## config.mk

```make
export PLATFORM = sky130hd
export DESIGN_NAME = single_wire_uart_to_spi_bridge_core
export DESIGN_NICKNAME = d
export VERILOG_FILES = /design/src/hdl/swus_pkg.sv /design/src/hdl/single_wire_uart_to_spi_bridge_core.sv
export SDC_FILE = /design/constraint.sdc
export NUM_CORES = 1
export LEC_CHECK = 0
export BUFFER_PORTS_ARGS = -buffer_cell sky130_fd_sc_hd__clkbuf_2
export CAP_MARGIN = 20
export CELL_PAD_IN_SITES_DETAIL_PLACEMENT = 1
export CELL_PAD_IN_SITES_GLOBAL_PLACEMENT = 1
export CORE_UTILIZATION = 47
export CTS_BUF_LIST = sky130_fd_sc_hd__clkbuf_16
export CTS_CLUSTER_SIZE = 12
export DETAILED_ROUTE_END_ITERATION = 6
export GPL_TIMING_DRIVEN = 0
export HOLD_SLACK_MARGIN = 0.15
export PLACE_DENSITY = 0.91
export RECOVER_POWER = 50
export SETUP_SLACK_MARGIN = 0.1
export SYNTH_ARGS = -nofsm -noshare
export SYNTH_HDL_FRONTEND = slang
export SYNTH_SLANG_ARGS = --single-unit
```

## constraint.sdc

```tcl
create_clock -name clk -period 5.65 [get_ports clk]
set_input_delay 1.13 -clock clk [delete_from_list [all_inputs] [get_ports clk]]
set_output_delay 1.13 -clock clk [all_outputs]
set_load 0.005 [all_outputs]
```

## src/hdl/swus_pkg.sv

```systemverilog
// Types and constants shared by the single-wire UART to SPI bridge.
// No dependencies; compiled first.
package swus_pkg;

    // Operating phase of the bridge
    typedef enum logic [2:0] {
        PH_WAIT  = 3'd0,
        PH_RECV  = 3'd1,
        PH_GUARD = 3'd2,
        PH_SPI   = 3'd3,
        PH_TX    = 3'd4
    } phase_t;

    // Configuration register indexes
    typedef enum logic {
        REG_PERIOD_TOP   = 1'b0,
        REG_SAMPLE_POINT = 1'b1
    } reg_idx_t;

    // Register reset values
    localparam logic [7:0] PERIOD_TOP_RST   = 8'd104;
    localparam logic [7:0] SAMPLE_POINT_RST = 8'd52;

    // Bit counter limits
    localparam logic [4:0] RX_SAMPLES    = 5'd9;
    localparam logic [4:0] GUARD_SAMPLES = 5'd3;
    localparam logic [4:0] SPI_EDGES     = 5'd16;
    localparam logic [4:0] TX_DATA_LAST  = 5'd8;
    localparam logic [4:0] TX_STOP_LAST  = 5'd10;

    // One result item
    typedef struct packed {
        logic       uart_drive_enable;
        logic       uart_drive_level;
        logic       spi_clock;
        logic       spi_mosi;
        logic [2:0] phase;
        logic [7:0] spi_reply;
        logic       reply_done;
    } result_t;

endpackage

```

## src/hdl/single_wire_uart_to_spi_bridge_core.sv

```systemverilog
// Single-wire UART to SPI master bridge: state update, result register and skid stage.
// Depends on swus_pkg.
//
//  channel | handshake                  | payload
//  --------+----------------------------+--------------------------------------------------
//  input   | in_valid / in_ready        | tick, uart_line_in, spi_miso
//  result  | out_valid / out_ready      | uart_drive_enable, uart_drive_level, spi_clock,
//          |                            | spi_mosi, phase, spi_reply, reply_done
//  config  | psel/penable/pwrite/pready | paddr[2] selects period_top or sample_point
//
// One input item per cycle while in_ready is high: the state update is one pass of logic
// from the state registers into the result register, or into the skid stage on a stall.
// A skid stage behind the result register keeps in_ready a pure register output;
// in_ready drops only while the skid stage holds a result.
// rst_n clears all control state asynchronously and restores the register defaults.
module single_wire_uart_to_spi_bridge_core (
    input  logic        clk,
    input  logic        rst_n,
    // input channel
    input  logic        in_valid,
    output logic        in_ready,
    input  logic        tick,
    input  logic        uart_line_in,
    input  logic        spi_miso,
    // result channel
    output logic        out_valid,
    input  logic        out_ready,
    output logic        uart_drive_enable,
    output logic        uart_drive_level,
    output logic        spi_clock,
    output logic        spi_mosi,
    output logic [2:0]  phase,
    output logic [7:0]  spi_reply,
    output logic        reply_done,
    // configuration port
    input  logic        psel,
    input  logic        penable,
    input  logic        pwrite,
    input  logic [2:0]  paddr,
    input  logic [31:0] pwdata,
    output logic [31:0] prdata,
    output logic        pready
);

    // Configuration registers
    logic [7:0] period_top_reg;
    logic [7:0] sample_point_reg;

    // Bridge state
    swus_pkg::phase_t phase_reg, phase_next;
    logic [7:0] tick_count_reg, tick_count_next;
    logic [4:0] bit_count_reg, bit_count_next;
    logic [7:0] shift_byte_reg, shift_byte_next;
    logic [7:0] reply_byte_reg, reply_byte_next;
    logic       clock_level_reg, clock_level_next;
    logic       line_level_reg, line_level_next;
    logic       line_enable_reg, line_enable_next;
    logic       miso_latch_reg, miso_latch_next;

    // Result register and skid stage
    swus_pkg::result_t out_reg, out_next;
    swus_pkg::result_t skid_reg, skid_next;
    logic              out_valid_reg, out_valid_next;
    logic              skid_valid_reg, skid_valid_next;

    logic              in_fire;
    logic              out_fire;
    logic              cfg_write;
    logic              done;
    logic              sample_ev;
    logic              period_ev;
    logic              timer_run;
    logic [7:0]        sp_eff;
    logic [4:0]        bit_inc;
    swus_pkg::result_t result;

    assign in_ready  = !skid_valid_reg;
    assign in_fire   = in_valid && in_ready;
    assign out_fire  = out_valid_reg && out_ready;
    assign pready    = 1'b1;
    assign cfg_write = psel && penable && pwrite && pready;

    // Register read back
    always_comb
    begin
        unique case (swus_pkg::reg_idx_t'(paddr[2]))
            swus_pkg::REG_PERIOD_TOP:   prdata = {24'd0, period_top_reg};
            swus_pkg::REG_SAMPLE_POINT: prdata = {24'd0, sample_point_reg};
            default:                    prdata = 32'd0;
        endcase
    end

    // Register write
    always_ff @(posedge clk or negedge rst_n)
    begin
        if (!rst_n)
        begin
            period_top_reg   <= swus_pkg::PERIOD_TOP_RST;
            sample_point_reg <= swus_pkg::SAMPLE_POINT_RST;
        end
        else if (cfg_write)
        begin
            unique case (swus_pkg::reg_idx_t'(paddr[2]))
                swus_pkg::REG_PERIOD_TOP:   period_top_reg   <= pwdata[7:0];
                swus_pkg::REG_SAMPLE_POINT: sample_point_reg <= pwdata[7:0];
                default:                    ;
            endcase
        end
    end

    // Advance the bit timer; flag sample and period events
    assign timer_run = (phase_reg != swus_pkg::PH_WAIT) && (phase_reg <= swus_pkg::PH_TX)
                       && tick;
    assign sp_eff    = (sample_point_reg < period_top_reg) ? sample_point_reg : period_top_reg;
    assign bit_inc   = bit_count_reg + 5'd1;

    // Next state of the bridge for one input item
    always_comb
    begin
        tick_count_next  = tick_count_reg;
        bit_count_next   = bit_count_reg;
        shift_byte_next  = shift_byte_reg;
        reply_byte_next  = reply_byte_reg;
        clock_level_next = clock_level_reg;
        line_level_next  = line_level_reg;
        line_enable_next = line_enable_reg;
        miso_latch_next  = miso_latch_reg;
        phase_next       = phase_reg;
        period_ev        = 1'b0;
        sample_ev        = 1'b0;
        done             = 1'b0;

        if (timer_run)
        begin
            if (tick_count_reg >= period_top_reg)
            begin
                tick_count_next = 8'd0;
                period_ev       = 1'b1;
            end
            else
            begin
                tick_count_next = tick_count_reg + 8'd1;
            end
            sample_ev = (tick_count_next == sp_eff);
        end

        unique case (phase_reg)
            swus_pkg::PH_RECV:
            begin
                // shift in LSB first; the start bit falls out
                if (sample_ev)
                begin
                    shift_byte_next = {uart_line_in, shift_byte_reg[7:1]};
                    bit_count_next  = bit_inc;
                    if (bit_inc >= swus_pkg::RX_SAMPLES)
                    begin
                        bit_count_next = 5'd0;
                        phase_next     = swus_pkg::PH_GUARD;
                    end
                end
            end
            swus_pkg::PH_GUARD:
            begin
                if (sample_ev)
                begin
                    bit_count_next = bit_inc;
                    if (bit_inc >= swus_pkg::GUARD_SAMPLES)
                    begin
                        bit_count_next   = 5'd0;
                        tick_count_next  = 8'd0;
                        clock_level_next = 1'b0;
                        phase_next       = swus_pkg::PH_SPI;
                    end
                end
            end
            swus_pkg::PH_SPI:
            begin
                // rising edge latches MISO, falling edge shifts it in
                if (period_ev)
                begin
                    clock_level_next = !clock_level_reg;
                    if (!clock_level_reg)
                        miso_latch_next = spi_miso;
                    else
                        shift_byte_next = {shift_byte_reg[6:0], miso_latch_reg};
                    bit_count_next = bit_inc;
                    if (bit_inc >= swus_pkg::SPI_EDGES)
                    begin
                        reply_byte_next  = shift_byte_next;
                        bit_count_next   = 5'd0;
                        tick_count_next  = 8'd0;
                        clock_level_next = 1'b0;
                        line_enable_next = 1'b1;
                        line_level_next  = 1'b0;
                        phase_next       = swus_pkg::PH_TX;
                    end
                end
            end
            swus_pkg::PH_TX:
            begin
                // data bits, two stop bits, then release the line
                if (period_ev)
                begin
                    bit_count_next = bit_inc;
                    if (bit_inc <= swus_pkg::TX_DATA_LAST)
                    begin
                        line_level_next = shift_byte_reg[0];
                        shift_byte_next = {1'b0, shift_byte_reg[7:1]};
                    end
                    else if (bit_inc <= swus_pkg::TX_STOP_LAST)
                    begin
                        line_level_next = 1'b1;
                    end
                    else
                    begin
                        line_level_next  = 1'b1;
                        line_enable_next = 1'b0;
                        bit_count_next   = 5'd0;
                        tick_count_next  = 8'd0;
                        phase_next       = swus_pkg::PH_WAIT;
                        done             = 1'b1;
                    end
                end
            end
            default:
            begin
                // wait for a low start bit
                phase_next = swus_pkg::PH_WAIT;
                if (!uart_line_in)
                begin
                    tick_count_next = 8'd0;
                    bit_count_next  = 5'd0;
                    phase_next      = swus_pkg::PH_RECV;
                end
            end
        endcase
    end

    // Assemble the result from the updated state
    always_comb
    begin
        result.uart_drive_enable = line_enable_next;
        result.uart_drive_level  = line_level_next;
        result.spi_clock         = clock_level_next;
        result.spi_mosi          = shift_byte_next[7];
        result.phase             = phase_next;
        result.spi_reply         = reply_byte_next;
        result.reply_done        = done;
    end

    // Commit the state on each accepted item
    always_ff @(posedge clk or negedge rst_n)
    begin
        if (!rst_n)
        begin
            phase_reg       <= swus_pkg::PH_WAIT;
            tick_count_reg  <= 8'd0;
            bit_count_reg   <= 5'd0;
            shift_byte_reg  <= 8'd0;
            reply_byte_reg  <= 8'd0;
            clock_level_reg <= 1'b0;
            line_level_reg  <= 1'b1;
            line_enable_reg <= 1'b0;
            miso_latch_reg  <= 1'b0;
        end
        else if (in_fire)
        begin
            phase_reg       <= phase_next;
            tick_count_reg  <= tick_count_next;
            bit_count_reg   <= bit_count_next;
            shift_byte_reg  <= shift_byte_next;
            reply_byte_reg  <= reply_byte_next;
            clock_level_reg <= clock_level_next;
            line_level_reg  <= line_level_next;
            line_enable_reg <= line_enable_next;
            miso_latch_reg  <= miso_latch_next;
        end
    end

    // Steer results into the output register or the skid stage
    always_comb
    begin
        out_next        = out_reg;
        skid_next       = skid_reg;
        out_valid_next  = out_valid_reg;
        skid_valid_next = skid_valid_reg;
        if (!out_valid_reg || out_fire)
        begin
            if (skid_valid_reg)
            begin
                out_next        = skid_reg;
                out_valid_next  = 1'b1;
                skid_valid_next = 1'b0;
            end
            else
            begin
                out_next       = result;
                out_valid_next = in_fire;
            end
        end
        else if (in_fire)
        begin
            skid_next       = result;
            skid_valid_next = 1'b1;
        end
    end

    always_ff @(posedge clk or negedge rst_n)
    begin
        if (!rst_n)
        begin
            out_valid_reg  <= 1'b0;
            skid_valid_reg <= 1'b0;
        end
        else
        begin
            out_valid_reg  <= out_valid_next;
            skid_valid_reg <= skid_valid_next;
        end
    end

    // Payload registers carry no reset
    always_ff @(posedge clk)
    begin
        out_reg  <= out_next;
        skid_reg <= skid_next;
    end

    // Drive the result ports
    assign out_valid         = out_valid_reg;
    assign uart_drive_enable = out_reg.uart_drive_enable;
    assign uart_drive_level  = out_reg.uart_drive_level;
    assign spi_clock         = out_reg.spi_clock;
    assign spi_mosi          = out_reg.spi_mosi;
    assign phase             = out_reg.phase;
    assign spi_reply         = out_reg.spi_reply;
    assign reply_done        = out_reg.reply_done;

    // A held skid entry always sits behind a held result
    a_skid_behind_out: assert property (@(posedge clk) disable iff (!rst_n)
        skid_valid_reg |-> out_valid_reg)
        else $error("skid stage holds a result while the output register is empty");

    // The line is driven only during transmission
    a_drive_in_tx: assert property (@(posedge clk) disable iff (!rst_n)
        line_enable_reg |-> (phase_reg == swus_pkg::PH_TX))
        else $error("UART line driven outside the transmit phase");

    // SCLK rises only during the SPI exchange
    a_sclk_in_spi: assert property (@(posedge clk) disable iff (!rst_n)
        clock_level_reg |-> (phase_reg == swus_pkg::PH_SPI))
        else $error("SPI clock high outside the exchange");

    // A completion result shows the line released and the bridge waiting
    a_done_release: assert property (@(posedge clk) disable iff (!rst_n)
        (out_valid_reg && out_reg.reply_done) |->
            (!out_reg.uart_drive_enable && (out_reg.phase == swus_pkg::PH_WAIT)))
        else $error("reply_done without releasing the line");

    // The bit counter never passes the SPI edge count
    a_bit_count_range: assert property (@(posedge clk) disable iff (!rst_n)
        bit_count_reg <= swus_pkg::SPI_EDGES)
        else $error("bit counter out of range");

endmodule

```

# --- Word-level counts from Yosys, hierarchy flattened ---
# Cells that the tools add are included.
totals:
  ff_bits: 86
  memories: 0
  rom_bits: 0
  latchBits: 0
  in_bits: 45
  ramBits: 0
classes:
  addsub: 2
  n_shift: 0
  multipliers: 0
  n_mux: 72
  n_reduce_logical: 19
  eq_ne: 11
  n_div: 0
  n_lt_le_gt_ge: 8
  bitwise: 3
op_table:
  columns: ["cell", "n"]
  rows:
  - ["$mux 8", 20]
  - ["$pmux 32 s2", 1]
  - ["$mux 5", 10]
  - ["$pmux 8 s4", 1]
  - ["$mux 3", 9]
  - ["$mux 1", 24]
  - ["$pmux 8 s3", 1]
  - ["$pmux 5 s4", 1]
  - ["$mux 16", 1]
  - ["$pmux 3 s4", 1]
  - ["$reduce_and 6->1", 2]
  - ["$le 5x4->1 const B", 2]
  - ["$ne 2x2->1 const B", 5]
  - ["$add 8x1->8 const B", 1]
  - ["$eq 8x8->1", 1]
  - ["$ge 8x8->1", 1]
  - ["$lt 8x8->1", 1]
  - ["$eq 3x2->1 const B", 2]
  - ["$logic_and 1x1->1", 6]
  - ["$pmux 1 s2", 3]
  - ["$reduce_and 2->1", 3]
  - ["$reduce_bool 3->1", 2]
  - ["$add 5x1->5 const B", 1]
  - ["$ge 5x2->1 const B", 1]
  - ["11 further kinds", 15]

# --- Depth between registers and ports, before layout ---
# Gate-level depths: netlist of run 1.
logic_depth:
  ltp_word: 9
  depth_mapped: 15
  ltp_nobuf: 11

# --- Least setup slack after synthesis of run 1 ---
# No wires, ideal clock.
synth_timing:
  path_type: "reg2reg"
  start: "register period_top_reg[5]"
  end: "register tick_count_reg[6]"
  period_less_slack_ns: 3.531
  slack_ns: 2.119
  t_arrival_ns: 3.409
  n_path_buf: 1
  stages_incl_launch_ff: 13
  setup_time_ns: 0.122
  required_time_ns: 5.528
  cell_sequence: "dfstp_2 -> inv_1 -> ha_1 -> and4_1 -> nand2_2 -> o21ai_4 -> mux2i_1 -> o22ai_1 -> or4_4 -> or4_1 -> and2_4 -> buf_6 -> a32o_1"
synth_between:
  elab_chain_cells: 8
  word_cells_on_any_way: 19
  classes_between: "order compare: 2; eq/ne: 1; mux: 16"
synth_lines:
  columns: ["item", "line_no", "text"]
  rows:
  - ["start: declaration", "single_wire_uart_to_spi_bridge_core.sv:46", "logic [7:0] period_top_reg;"]
  - ["start signal: assignment", "single_wire_uart_to_spi_bridge_core.sv:98", "period_top_reg <= swus_pkg::PERIOD_TOP_RST;"]
  - ["start signal: assignment", "single_wire_uart_to_spi_bridge_core.sv:104", "swus_pkg::REG_PERIOD_TOP: period_top_reg <= pwdata[7:0];"]
  - ["$ge 8x8->1", "single_wire_uart_to_spi_bridge_core.sv:135", "if (tick_count_reg >= period_top_reg)"]
  - ["$mux 8", "single_wire_uart_to_spi_bridge_core.sv:135", null]
  - ["$mux 8 (2 in series)", "single_wire_uart_to_spi_bridge_core.sv:133", "if (timer_run)"]
  - ["$mux 8", "single_wire_uart_to_spi_bridge_core.sv:210", "else if (bit_inc <= swus_pkg::TX_STOP_LAST)"]
  - ["$mux 8", "single_wire_uart_to_spi_bridge_core.sv:205", "if (bit_inc <= swus_pkg::TX_DATA_LAST)"]
  - ["$mux 8", "single_wire_uart_to_spi_bridge_core.sv:202", "if (period_ev)"]
  - ["$pmux 8 s4 (*)", "single_wire_uart_to_spi_bridge_core.sv:147", "unique case (phase_reg)"]
  - ["end signal: assignment", "single_wire_uart_to_spi_bridge_core.sv:269", "tick_count_reg <= tick_count_next;"]
  - ["end: declaration", "single_wire_uart_to_spi_bridge_core.sv:51", "logic [7:0] tick_count_reg, tick_count_next;"]
# Every way passes the cells marked *; elsewhere a longest branch is shown, timed or not. The select of a mux whose other input is x is not followed.
# A chain may end at the register's enable or synchronous reset.

# --- Worst setup path in the final report of run 1 ---
layout_timing:
  start: "register tick_count_reg[0]"
  end: "register out_reg (netlist bit spi_reply[1]) (data pin)"
layout_between:
  elab_chain_cells: 6
layout_lines:
  columns: ["item", "line_no", "text"]
  rows:
  - ["$ge 8x8->1", "single_wire_uart_to_spi_bridge_core.sv:135", null]
  - ["$mux 1", "single_wire_uart_to_spi_bridge_core.sv:135", null]
  - ["$mux 1", "single_wire_uart_to_spi_bridge_core.sv:133", null]
  - ["$mux 8", "single_wire_uart_to_spi_bridge_core.sv:179", "if (period_ev)"]
  - ["$mux 8", "single_wire_uart_to_spi_bridge_core.sv:147", null]
  - ["$mux 16", "single_wire_uart_to_spi_bridge_core.sv:289", "if (skid_valid_reg)"]
  - ["end signal: assignment", "single_wire_uart_to_spi_bridge_core.sv:325", "out_reg <= out_next;"]
  - ["end: declaration", "single_wire_uart_to_spi_bridge_core.sv:61", "swus_pkg::result_t out_reg, out_next;"]
# Every way passes these cells.

==> impl_results.md, run 1 <==
* Setup violators final at 0
* Worst Clk Skew at 9.50 ps
* Final WL at 15,800 µm
* Gr usage total at 28.3%
* Commonest cells post-synth: 69 x nand2_1, 53 x o21ai_0, 47 x dfrtp_1
* GPL Wtd Cong at 0.946
* Chip height at 109 µm
* Post-CTS Resized at 0
* Max-slew headroom at -20.8%
* Tmin final at 4580 ps
* H-tree Lvls at 3
* Fin cells at 781
* Worst Path Required at 5730 ps
* Met3 Wirelength at 657 µm
* Max layer used: met4
* Hold/Removal Path Class: reg2reg
* Outcome: finished, violations left
* DRT iter0 DRCs at 324
* Setup crit end kind: flop
* Crit Path Max Fanout at 10
* Crit path max-delay cell type: nor2_1
* Crit path launch type: flop
* Detail-routed via count per cell at 6.07
* Num rows at 38
* Post-CTS setup buffer count at 0
* Max reg flops at 16
* Worst-Margin Slew at 1810 ps
* Worst-path clk slew at 70 ps
* DRC at 0
* Vias at 4,737
* Root cell of the clock tree: clkbuf_16
* Utilization after layout at 56.2%
* Num CTS Buffers at 9
* Clk buf depth at 2
* Synthesis Warnings at 0
* Total gr overflow at 0
* Fin crit share at 81.0%
* Detailed Place HPWL at 11,800 µm
* First-pass iteration count of the detailed router at 4
* Violated checks: max-capacitance violations, max-slew violations
* CTS tree: built
* Die area at 0.0119 mm²
* Sequential area share after synthesis at 43.1%
* Die width at 109 µm
* Worst-path cell chain: inv_1 > ha_1 > nand2b_1 > a31oi_1 > o31ai_1 > clkbuf_1 > buf_2 > and2_1 > clkbuf_1 > nand2_1 > nor2_1 > buf_2 > nand2_1 > o21ai_0 > o21ai_0
* IO buf count at 43
* Leak at 2.70 nW
* Met2 wire len at 8340 µm
* First-pass GRT wire length at 25,600 µm
* Routed WL per cell at 20.3 µm
* I/O Pins at 96
* Vias in the first global route at 5,035
* Number of antenna violations at the first check in global routing at 0
* RSZ-0062 raised after global routing: no
* NumNets Final at 701
* Hold_ws at 500 ps
* Max-cap violations at 1
* Yosys reg bits at 86
* Layout cells sized above 1 at 19.3%
* Synth area leader: dfrtp_1
* Synthesized area per cell at 9.67 µm²
* Max incr delay on CP at 520 ps
* Total negative slack at 0 ps
* Starting density of the core at 49.0%
* Clk_lat worst skew at 350 ps
* Layout area overhead at 14.6%
* Synthesized area at 0.00539 mm²
* Wl on met1 at 6320 µm
* Crit path DAT at 4650 ps
* Hold Vio Cnt, Final at 0
* Yosys cell types at 65
* Max Freq at 219 MHz
* Yosys top cell area share at 21.8%
* Worst VDD drop at 0.000184 V
* Primary FF master, synth: dfrtp_1
* Post-synth EDFFs at 32
* Total clock sinks at 86
* CP Class: reg2reg
* PwrDens at 356 mW/mm²
* Total power at 2.20 mW
* # hold bufs at CTS at 0
* Cell total after placement at 765
* Synthesized instance count at 557
* Slew Viols, Final at 32
* Antenna Nets Post-Route at 0
* Core footprint at 0.0110 mm²
* Largest net degree at the start of global routing at 32
* Fraction of registers with async set/reset at 62.8%
* Most instantiated library cell after synthesis: nand2_1
* Reg2Reg Setup Slack at 1070 ps
* Top post-synthesis cells by area: dfrtp_1 22%, edfxtp_1 18%, mux2_2 5.2%
* Ant. Diodes at 0
[cell families after synthesis]
kind of cell | Yosys count | synth area share, %
simple gates | 176 | 15.8
buf+inv | 72 | 6.95
compound gates | 148 | 19.2
mux | 40 | 8.02
flops | 86 | 43.1
xor+xnor | 13 | 2.11
fa+ha+maj | 20 | 4.65
other cells | 2 | 0.139
[worst paths after layout]
kind	start	end	depth (start not counted)
setup / recovery	tick_count_reg[0]	spi_reply[1]	15
hold / removal	reply_byte_reg[4]	reply_byte_reg[4]	2
setup reg to reg	tick_count_reg[0]	spi_reply[1]	15
hold reg to reg	reply_byte_reg[4]	reply_byte_reg[4]	2
max in group asynchronous	rst_n	sample_point_reg[0]	2
min in group asynchronous	rst_n	reply_byte_reg[2]	1
[critical path: cells and delay by family, from the launching register on]
kind                       cells  cell delay (ps)
AOI/OAI and AO/OA              4              950
adders and majority gates      1              290
buffers and inverters          5             1490
DFF                            1              500
and+or+nand+nor                5             1080
[per-stage QoR]
step                      cell area (µm²)  setup slack (ps)
after floorplan                      5470              2120
after global placement               5860              1460
after detailed placement             5890              1210
after CTS                            6210              1160
after global routing                 6170               857
final                                6170              1070
[layout make-up]
class	count	area (µm²)
Buffer	43	265
Multi-Input combinational cell	422	2780
Fill cell	1254	4810
Clock buffer	9	225
Tap cell	140	175
Sequential cell	86	2320
Timing Repair Buffer	45	210
Inverter	29	109
Clock inverter	7	90.1
[power by group]
group / internal (mW) / leakage [nW] / switching, mW
Clock: 0.353 / 0.147 / 0.279
Sequential: 0.733 / 1.01 / 0.0825
Combinational: 0.292 / 1.54 / 0.461
Total: 1.38 / 2.70 / 0.822
[cells in the final DEF (no fill, tap or decap), types with 25 or more instances in the layout]
cell / n
buf_4: 25
edfxtp_1: 32
conb_1: 25
o21ai_0: 53
dfrtp_1: 47
nand2_1: 69
clkbuf_2: 27
clkbuf_1: 32
inv_1: 28
mux2_2: 25
nor2_1: 34
[per-layer routing]
layer / GRT usage, % / vias up
met5: 0 / -
met4: 15.1 / 0
met3: 4.42 / 44
met2: 51.5 / 159
met1: 31.6 / 2389
li1: - / 2145
(Power assumes the default switching activity.)
==> run 2, diff against run 1 <==
--- a/config.mk
+++ b/config.mk
@@ -9,13 +9,13 @@
 export CAP_MARGIN = 20
 export CELL_PAD_IN_SITES_DETAIL_PLACEMENT = 1
 export CELL_PAD_IN_SITES_GLOBAL_PLACEMENT = 1
-export CORE_UTILIZATION = 47
+export CORE_UTILIZATION = 39
 export CTS_BUF_LIST = sky130_fd_sc_hd__clkbuf_16
 export CTS_CLUSTER_SIZE = 12
 export DETAILED_ROUTE_END_ITERATION = 6
 export GPL_TIMING_DRIVEN = 0
 export HOLD_SLACK_MARGIN = 0.15
-export PLACE_DENSITY = 0.91
+export PLACE_DENSITY = 0.82
 export RECOVER_POWER = 50
 export SETUP_SLACK_MARGIN = 0.1
 export SYNTH_ARGS = -nofsm -noshare
==> constraint.sdc (replaced) <==
create_clock -name clk -period 4.2 [get_ports clk]
set_input_delay 0.84 -clock clk [delete_from_list [all_inputs] [get_ports clk]]
set_output_delay 0.84 -clock clk [all_outputs]
set_load 0.005 [all_outputs]
==> run 2 against run 1 <==
Net effect:
- the run still ends with max-capacitance violations, max-slew violations left
- cell count is 4.9% higher
- power is 30% higher
- clock power is 20% higher
- critical path depth is 3 lower
- hold slack worse by 13 ps
- critical endpoint is now tick_count_reg[6]
==> impl_results.md, run 2 (synthesized netlist as in run 1, its figures left out) <==
* Gr usage total at 21.0% (-7.3 points)
* Detailed Place HPWL at 10,700 µm (-9.7%)
* Total gr overflow at 0 (unchanged)
* Num rows at 42 (+11%)
* DRT iter0 DRCs at 268 (-17%)
* Worst VDD drop at 0.000207 V (+13%)
* Final worst slack at 218 ps (-856 ps)
* Crit path launch type: flop
* Setup crit end kind: flop
* Chip height at 120 µm (+9.6%)
* Clk buf depth at 2 (unchanged)
* Violated checks: max-capacitance violations, max-slew violations
* First-pass GRT wire length at 23,600 µm (-7.7%)
* Largest net degree at the start of global routing at 55 (+72%)
* Commonest non-fill, non-tap cells in the layout: 69 x nand2_1, 53 x o21ai_0, 47 x dfrtp_1
* Hold Vio Cnt, Final at 0 (unchanged)
* Leak at 2.76 nW (+2.1%)
* Crit path DAT at 4220 ps (-430 ps)
* Pre-CTS setup slack at -54.7 ps (-1270 ps)
* Worst-path clk slew at 70 ps (about the same)
* Finished Cell Area at 0.00624 mm² (+1.1%)
* Utilization after layout at 46.7% (-9.4 points)
* Max reg flops at 16 (unchanged)
* Cell total after placement at 800 (+4.6%)
* Total negative slack at 0 ps (unchanged)
* Hold_ws at 487 ps (-13.4 ps)
* Root cell of the clock tree: clkbuf_16
* Core footprint at 0.0133 mm² (+22%)
* Comb power frac at 35.1% (+0.9 points)
* Layout area overhead at 15.9%
* Sw frac at 37.3% (-0.062 points)
* Worst path buffer plus inverter count at 2 (-3)
* Antenna Nets Post-Route at 0 (unchanged)
* Setup violators final at 0 (unchanged)
* Max incr delay on CP at 550 ps (+30 ps)
* Top delay family on crit path: simple AND/OR/NAND/NOR gates
* Worst Clk Skew at 8.90 ps (-0.600 ps)
* # hold bufs at CTS at 0 (unchanged)
* First-pass iteration count of the detailed router at 4 (unchanged)
* Placed cell area at 0.00592 mm² (+0.40%)
* CTS tree: built
* H-tree Lvls at 3 (unchanged)
* Worst-path cell chain: inv_1 > ha_1 > and4_1 > nand2_2 > o21ai_4 > mux2i_1 > xnor2_1 > or4_4 > or4_1 > and2_4 > buf_6 > a32o_1
* Clk_lat worst skew at 350 ps (about the same)
* Vias in the first global route at 4,698 (-6.7%)
* Final WL at 14,100 µm (-11%)
* RSZ-0062 raised after global routing: no
* Crit Path Max Fanout at 9 (-1)
* Total power at 2.85 mW (+30%)
* IO buf count at 43 (unchanged)
* Routed WL per cell at 17.2 µm (-15%)
* Cell Int Power at 1.79 mW (+30%)
* Fin crit share at 94.8% (+14 points)
* Tmin final at 3980 ps (-594 ps)
* Clock power frac at 26.6% (-2.1 points)
* CP Class: reg2reg
* Number of antenna violations at the first check in global routing at 0 (unchanged)
* Most common cell after layout, fill and taps aside: nand2_1
* PwrDens at 457 mW/mm² (+28%)
* Outcome: finished, violations left
* Worst Path Required at 4440 ps (-1290 ps)
* Fin cells at 819 (+4.9%)
* Ant. Diodes at 0 (unchanged)
* GPL Wtd Cong at 0.897 (-5.2%)
* Seq pwr share at 38.3% (+1.2 points)
* P_sw at 1.06 mW (+29%)
* Max-cap violations at 1 (unchanged)
* Starting density of the core at 40.3% (-8.7 points)
* NumNets Final at 703 (+0.29%)
* Worst-Margin Slew at 3100 ps (+1290 ps)
* Vias at 4,489 (-5.2%)
* Die width at 120 µm (+9.6%)
* Crit path max-delay cell type: dfstp_2
* Max Freq at 251 MHz (+15%)
* Max-slew headroom at -107% (-86 points)
* Die area at 0.0143 mm² (+20%)
* Hold/Removal Path Class: reg2reg
* Layout cells sized above 1 at 22.6% (+3.2 points)
* I/O Pins at 96 (unchanged)
* DRC at 0 (unchanged)
* Detail-routed via count per cell at 5.48 (-9.6%)
* Num CTS Buffers at 9 (unchanged)
* Slew Viols, Final at 55 (+72%)
* Total clock sinks at 86 (unchanged)
[run 2: timing repair]
item | 4_1_cts | 5_1_grt
buffers inserted | 0 | 3
hold endpoints to repair | 0 | 0
endpoints found under the setup margin | 26 | 54
resized for setup | 2 | 7
pin swaps | 0 | 1
[run 2: per-layer routing]
layer	global-route usage [%]	routed length, µm
met4	8.28	304
met1	25.0	6020
met3	3.80	525
met2	37.4	7220
met5	0	0
[run 2: path summary, 6_finish.rpt]
kind | to | start | cells after the start | slack, ps
max in group asynchronous | shift_byte_reg[3] | rst_n | 1 | 940
min reg2reg | reply_byte_reg[0] | reply_byte_reg[0] | 2 | 490
min | reply_byte_reg[0] | reply_byte_reg[0] | 2 | 490
max | tick_count_reg[6] | period_top_reg[5] | 12 | 220
min in group asynchronous | period_top_reg[4] | rst_n | 1 | 1520
max reg2reg | tick_count_reg[6] | period_top_reg[5] | 12 | 220
[run 2: final cells by class]
class	count	area, µm²
Buffer	43	268
Clock buffer	9	225
Clock inverter	7	51.3
Fill cell	1563	7110
Inverter	29	109
Multi-Input combinational cell	422	2810
Sequential cell	86	2320
Tap cell	176	220
Timing Repair Buffer	47	240
[run 2: power by group through the flow]
stage	registers, mW	clock network [mW]	logic, mW
3_5_place_dp	1.11	0	0.973
3_3_place_gp	1.10	0	0.922
6_report	1.09	0.759	1.00
4_1_cts	1.09	0.778	0.987
2_1_floorplan	1.07	0	0.708
5_1_grt	1.11	0.809	1.11
[run 2: tightest hold or removal path, cell delays in order (launching register included)]
cell and delay (ps):
dfrtp_1 350, nand2_1 50, o21ai_0 60
==> run 3, diff against run 2 <==
--- a/config.mk
+++ b/config.mk
@@ -9,6 +9,7 @@
 export CAP_MARGIN = 20
 export CELL_PAD_IN_SITES_DETAIL_PLACEMENT = 1
 export CELL_PAD_IN_SITES_GLOBAL_PLACEMENT = 1
+export CORE_MARGIN = 5
 export CORE_UTILIZATION = 39
 export CTS_BUF_LIST = sky130_fd_sc_hd__clkbuf_16
 export CTS_CLUSTER_SIZE = 12
==> run 3 against run 2 <==
Net effect:
- the flow still finishes with violations (max-capacitance violations, max-slew violations)
- setup slack lost 41 ps
- flip-flop and latch count stayed put
- clock skew is 3.2 ps higher
- cell area increased by 0.70%
- critical path depth rose by 1
- first-iteration DRC count decreased by 5.2%
- sequential power barely moved
- fmax is 1.0% lower
- die area grew 14%
==> impl_results.md, run 3 (synthesized netlist as in run 1, its figures left out) <==
* I/O Pins at 96 (unchanged)
* Most common cell after layout, fill and taps aside: nand2_1
* Outcome: finished, violations left
* Total gr overflow at 0 (unchanged)
* Fill cells at 1,589 (+1.7%)
* Layout area overhead at 16.7%
* IO buf count at 43 (unchanged)
* Routed WL per cell at 18.6 µm (+8.4%)
* DRT iter0 DRCs at 254 (-5.2%)
* Max reg flops at 16 (unchanged)
* NumNets Final at 706 (+0.43%)
* Crit Path Max Fanout at 6 (-3)
* Worst VDD drop at 0.000278 V (+34%)
* Max Freq at 249 MHz (-1.0%)
* Setup violators final at 0 (unchanged)
* H-tree Lvls at 3 (unchanged)
* Register area at 0.00232 mm² (unchanged)
* Max incr delay on CP at 600 ps (+50 ps)
* Worst Path Required at 4440 ps (about the same)
* DRC at 0 (unchanged)
* CTS tree: built
* Hold/Removal Path Class: reg2reg
* Largest net degree at the start of global routing at 34 (-38%)
* Worst-path cell chain: inv_1 > ha_1 > o21ai_2 > o221a_4 > o21ai_4 > clkbuf_2 > o31ai_1 > o22ai_1 > or4_4 > or4_1 > and2_4 > buf_6 > a32o_1
* Clk_lat worst skew at 360 ps (about the same)
* First-pass GRT wire length at 24,900 µm (+5.3%)
* Worst path buffer plus inverter count at 3 (+1)
* Pre-CTS setup slack at -103 ps (-47.9 ps)
* Core footprint at 0.0137 mm² (+2.8%)
* Worst-path clk slew at 70 ps (about the same)
* Utilization after layout at 45.8% (-0.95 points)
* Violated checks: max-capacitance violations, max-slew violations
* Clk buf depth at 2 (unchanged)
* Fin crit share at 95.8% (+0.98 points)
* Total negative slack at 0 ps (unchanged)
* CP Class: reg2reg
* Slew Viols, Final at 34 (-38%)
* Max-cap violations at 1 (unchanged)
* Total clock sinks at 86 (unchanged)
* Vias in the first global route at 4,957 (+5.5%)
* Setup crit end kind: flop
* Commonest non-fill, non-tap cells in the layout: 69 x nand2_1, 53 x o21ai_0, 47 x dfrtp_1
* RSZ-0062 raised after global routing: no
* Total power at 2.91 mW (+1.9%)
* Crit path max-delay cell type: or4_4
* Hold Vio Cnt, Final at 0 (unchanged)
* Area of the multi-input gates at 0.00282 mm² (+0.54%)
* # hold bufs at CTS at 0 (unchanged)
* Gr usage total at 19.1% (-2.0 points)
* Tmin final at 4020 ps (+41.3 ps)
* Number of antenna violations at the first check in global routing at 0 (unchanged)
* Num CTS Buffers at 9 (unchanged)
* Crit path DAT at 4260 ps (+40 ps)
* Die width at 128 µm (+6.7%)
* Starting density of the core at 39.3% (-1.1 points)
* Root cell of the clock tree: clkbuf_16
* Top delay family on crit path: simple AND/OR/NAND/NOR gates
* Final worst slack at 177 ps (-41.3 ps)
* Antenna Nets Post-Route at 0 (unchanged)
* Num rows at 43 (+2.4%)
* Vias at 4,599 (+2.5%)
* Worst Clk Skew at 12.1 ps (+3.17 ps)
* Final WL at 15,400 µm (+9.3%)
* Detailed Place HPWL at 11,200 µm (+4.5%)
* Worst-Margin Slew at 1890 ps (-1210 ps)
* Die area at 0.0163 mm² (+14%)
* Crit path launch type: flop
* Detail-routed via count per cell at 5.57 (+1.6%)
* Ant. Diodes at 0 (unchanged)
* Chip height at 128 µm (+6.7%)
* GPL Wtd Cong at 0.899 (+0.23%)
* First-pass iteration count of the detailed router at 4 (unchanged)
* PwrDens at 463 mW/mm² (+1.2%)
* Max-slew headroom at -26.2% (+81 points)
* Leak at 2.75 nW (-0.21%)
* Layout cells sized above 1 at 22.3% (-0.26 points)
==> run 3: layout make-up <==
cell class / count / area share [%]
clock buffers: 9 / 3.58
inverters: 29 / 1.73
multi-input cells: 422 / 44.9
repair buffers: 50 / 4.18
plain buffers: 43 / 4.30
well taps: 180 / 3.58
flip-flops and latches: 86 / 36.9
clock inverters: 7 / 0.796
==> run 3: metal layers <==
metal | vias to the layer above | global-route usage, % | routed length, µm
li1 | 2155 | - | -
met1 | 2288 | 22.0 | 6270
met2 | 124 | 34.2 | 8040
met3 | 32 | 3.72 | 667
met4 | 0 | 8.33 | 401
met5 | - | 0 | 0
==> run 3: where the power goes <==
| group | internal, mW | leakage, nW | switching [mW] |
|---|---|---|---|
| Sequential | 0.986 | 1.01 | 0.109 |
| Combinational | 0.420 | 1.60 | 0.617 |
| Clock | 0.403 | 0.134 | 0.371 |
| Total | 1.81 | 2.75 | 1.10 |
==> run 3: final timing paths <==
kind | from | to | slack, ps | cells past startpoint
max | period_top_reg[6] | tick_count_reg[6] | 180 | 13
max reg2reg | period_top_reg[6] | tick_count_reg[6] | 180 | 13
min reg2reg | reply_byte_reg[3] | reply_byte_reg[3] | 490 | 2
min in group asynchronous | rst_n | line_enable_reg | 740 | 1
min | reply_byte_reg[3] | reply_byte_reg[3] | 490 | 2
max in group asynchronous | rst_n | tick_count_reg[7] | 1090 | 2
==> run 3: through the flow <==
stage	hold slack, ps	instance area, µm²	std cells
2_1_floorplan	445	5470	580
3_3_place_gp	462	5910	803
3_5_place_dp	472	5940	805
4_1_cts	490	6220	821
5_1_grt	536	6280	826
6_report	486	6280	826
==> run 3: worst reg2reg max path: cells and delay by family (launching register included) <==
family / cells / cell delay [ps]
AND/OR/NAND/NOR: 3 / 1320
AO/OA/AOI/OAI: 6 / 1260
flip-flops: 1 / 560
buffers and inverters: 3 / 400
adder cells (fa/ha/maj): 1 / 370
==> run 3: timing repair <==
action / 4_1_cts / 5_1_grt
endpoints found under the hold margin: 0 / 0
buffers inserted: 0 / 5
endpoints found under the setup margin: 27 / 55
pin swaps: 0 / 3
resized for setup: 3 / 11
cloned: 0 / 0
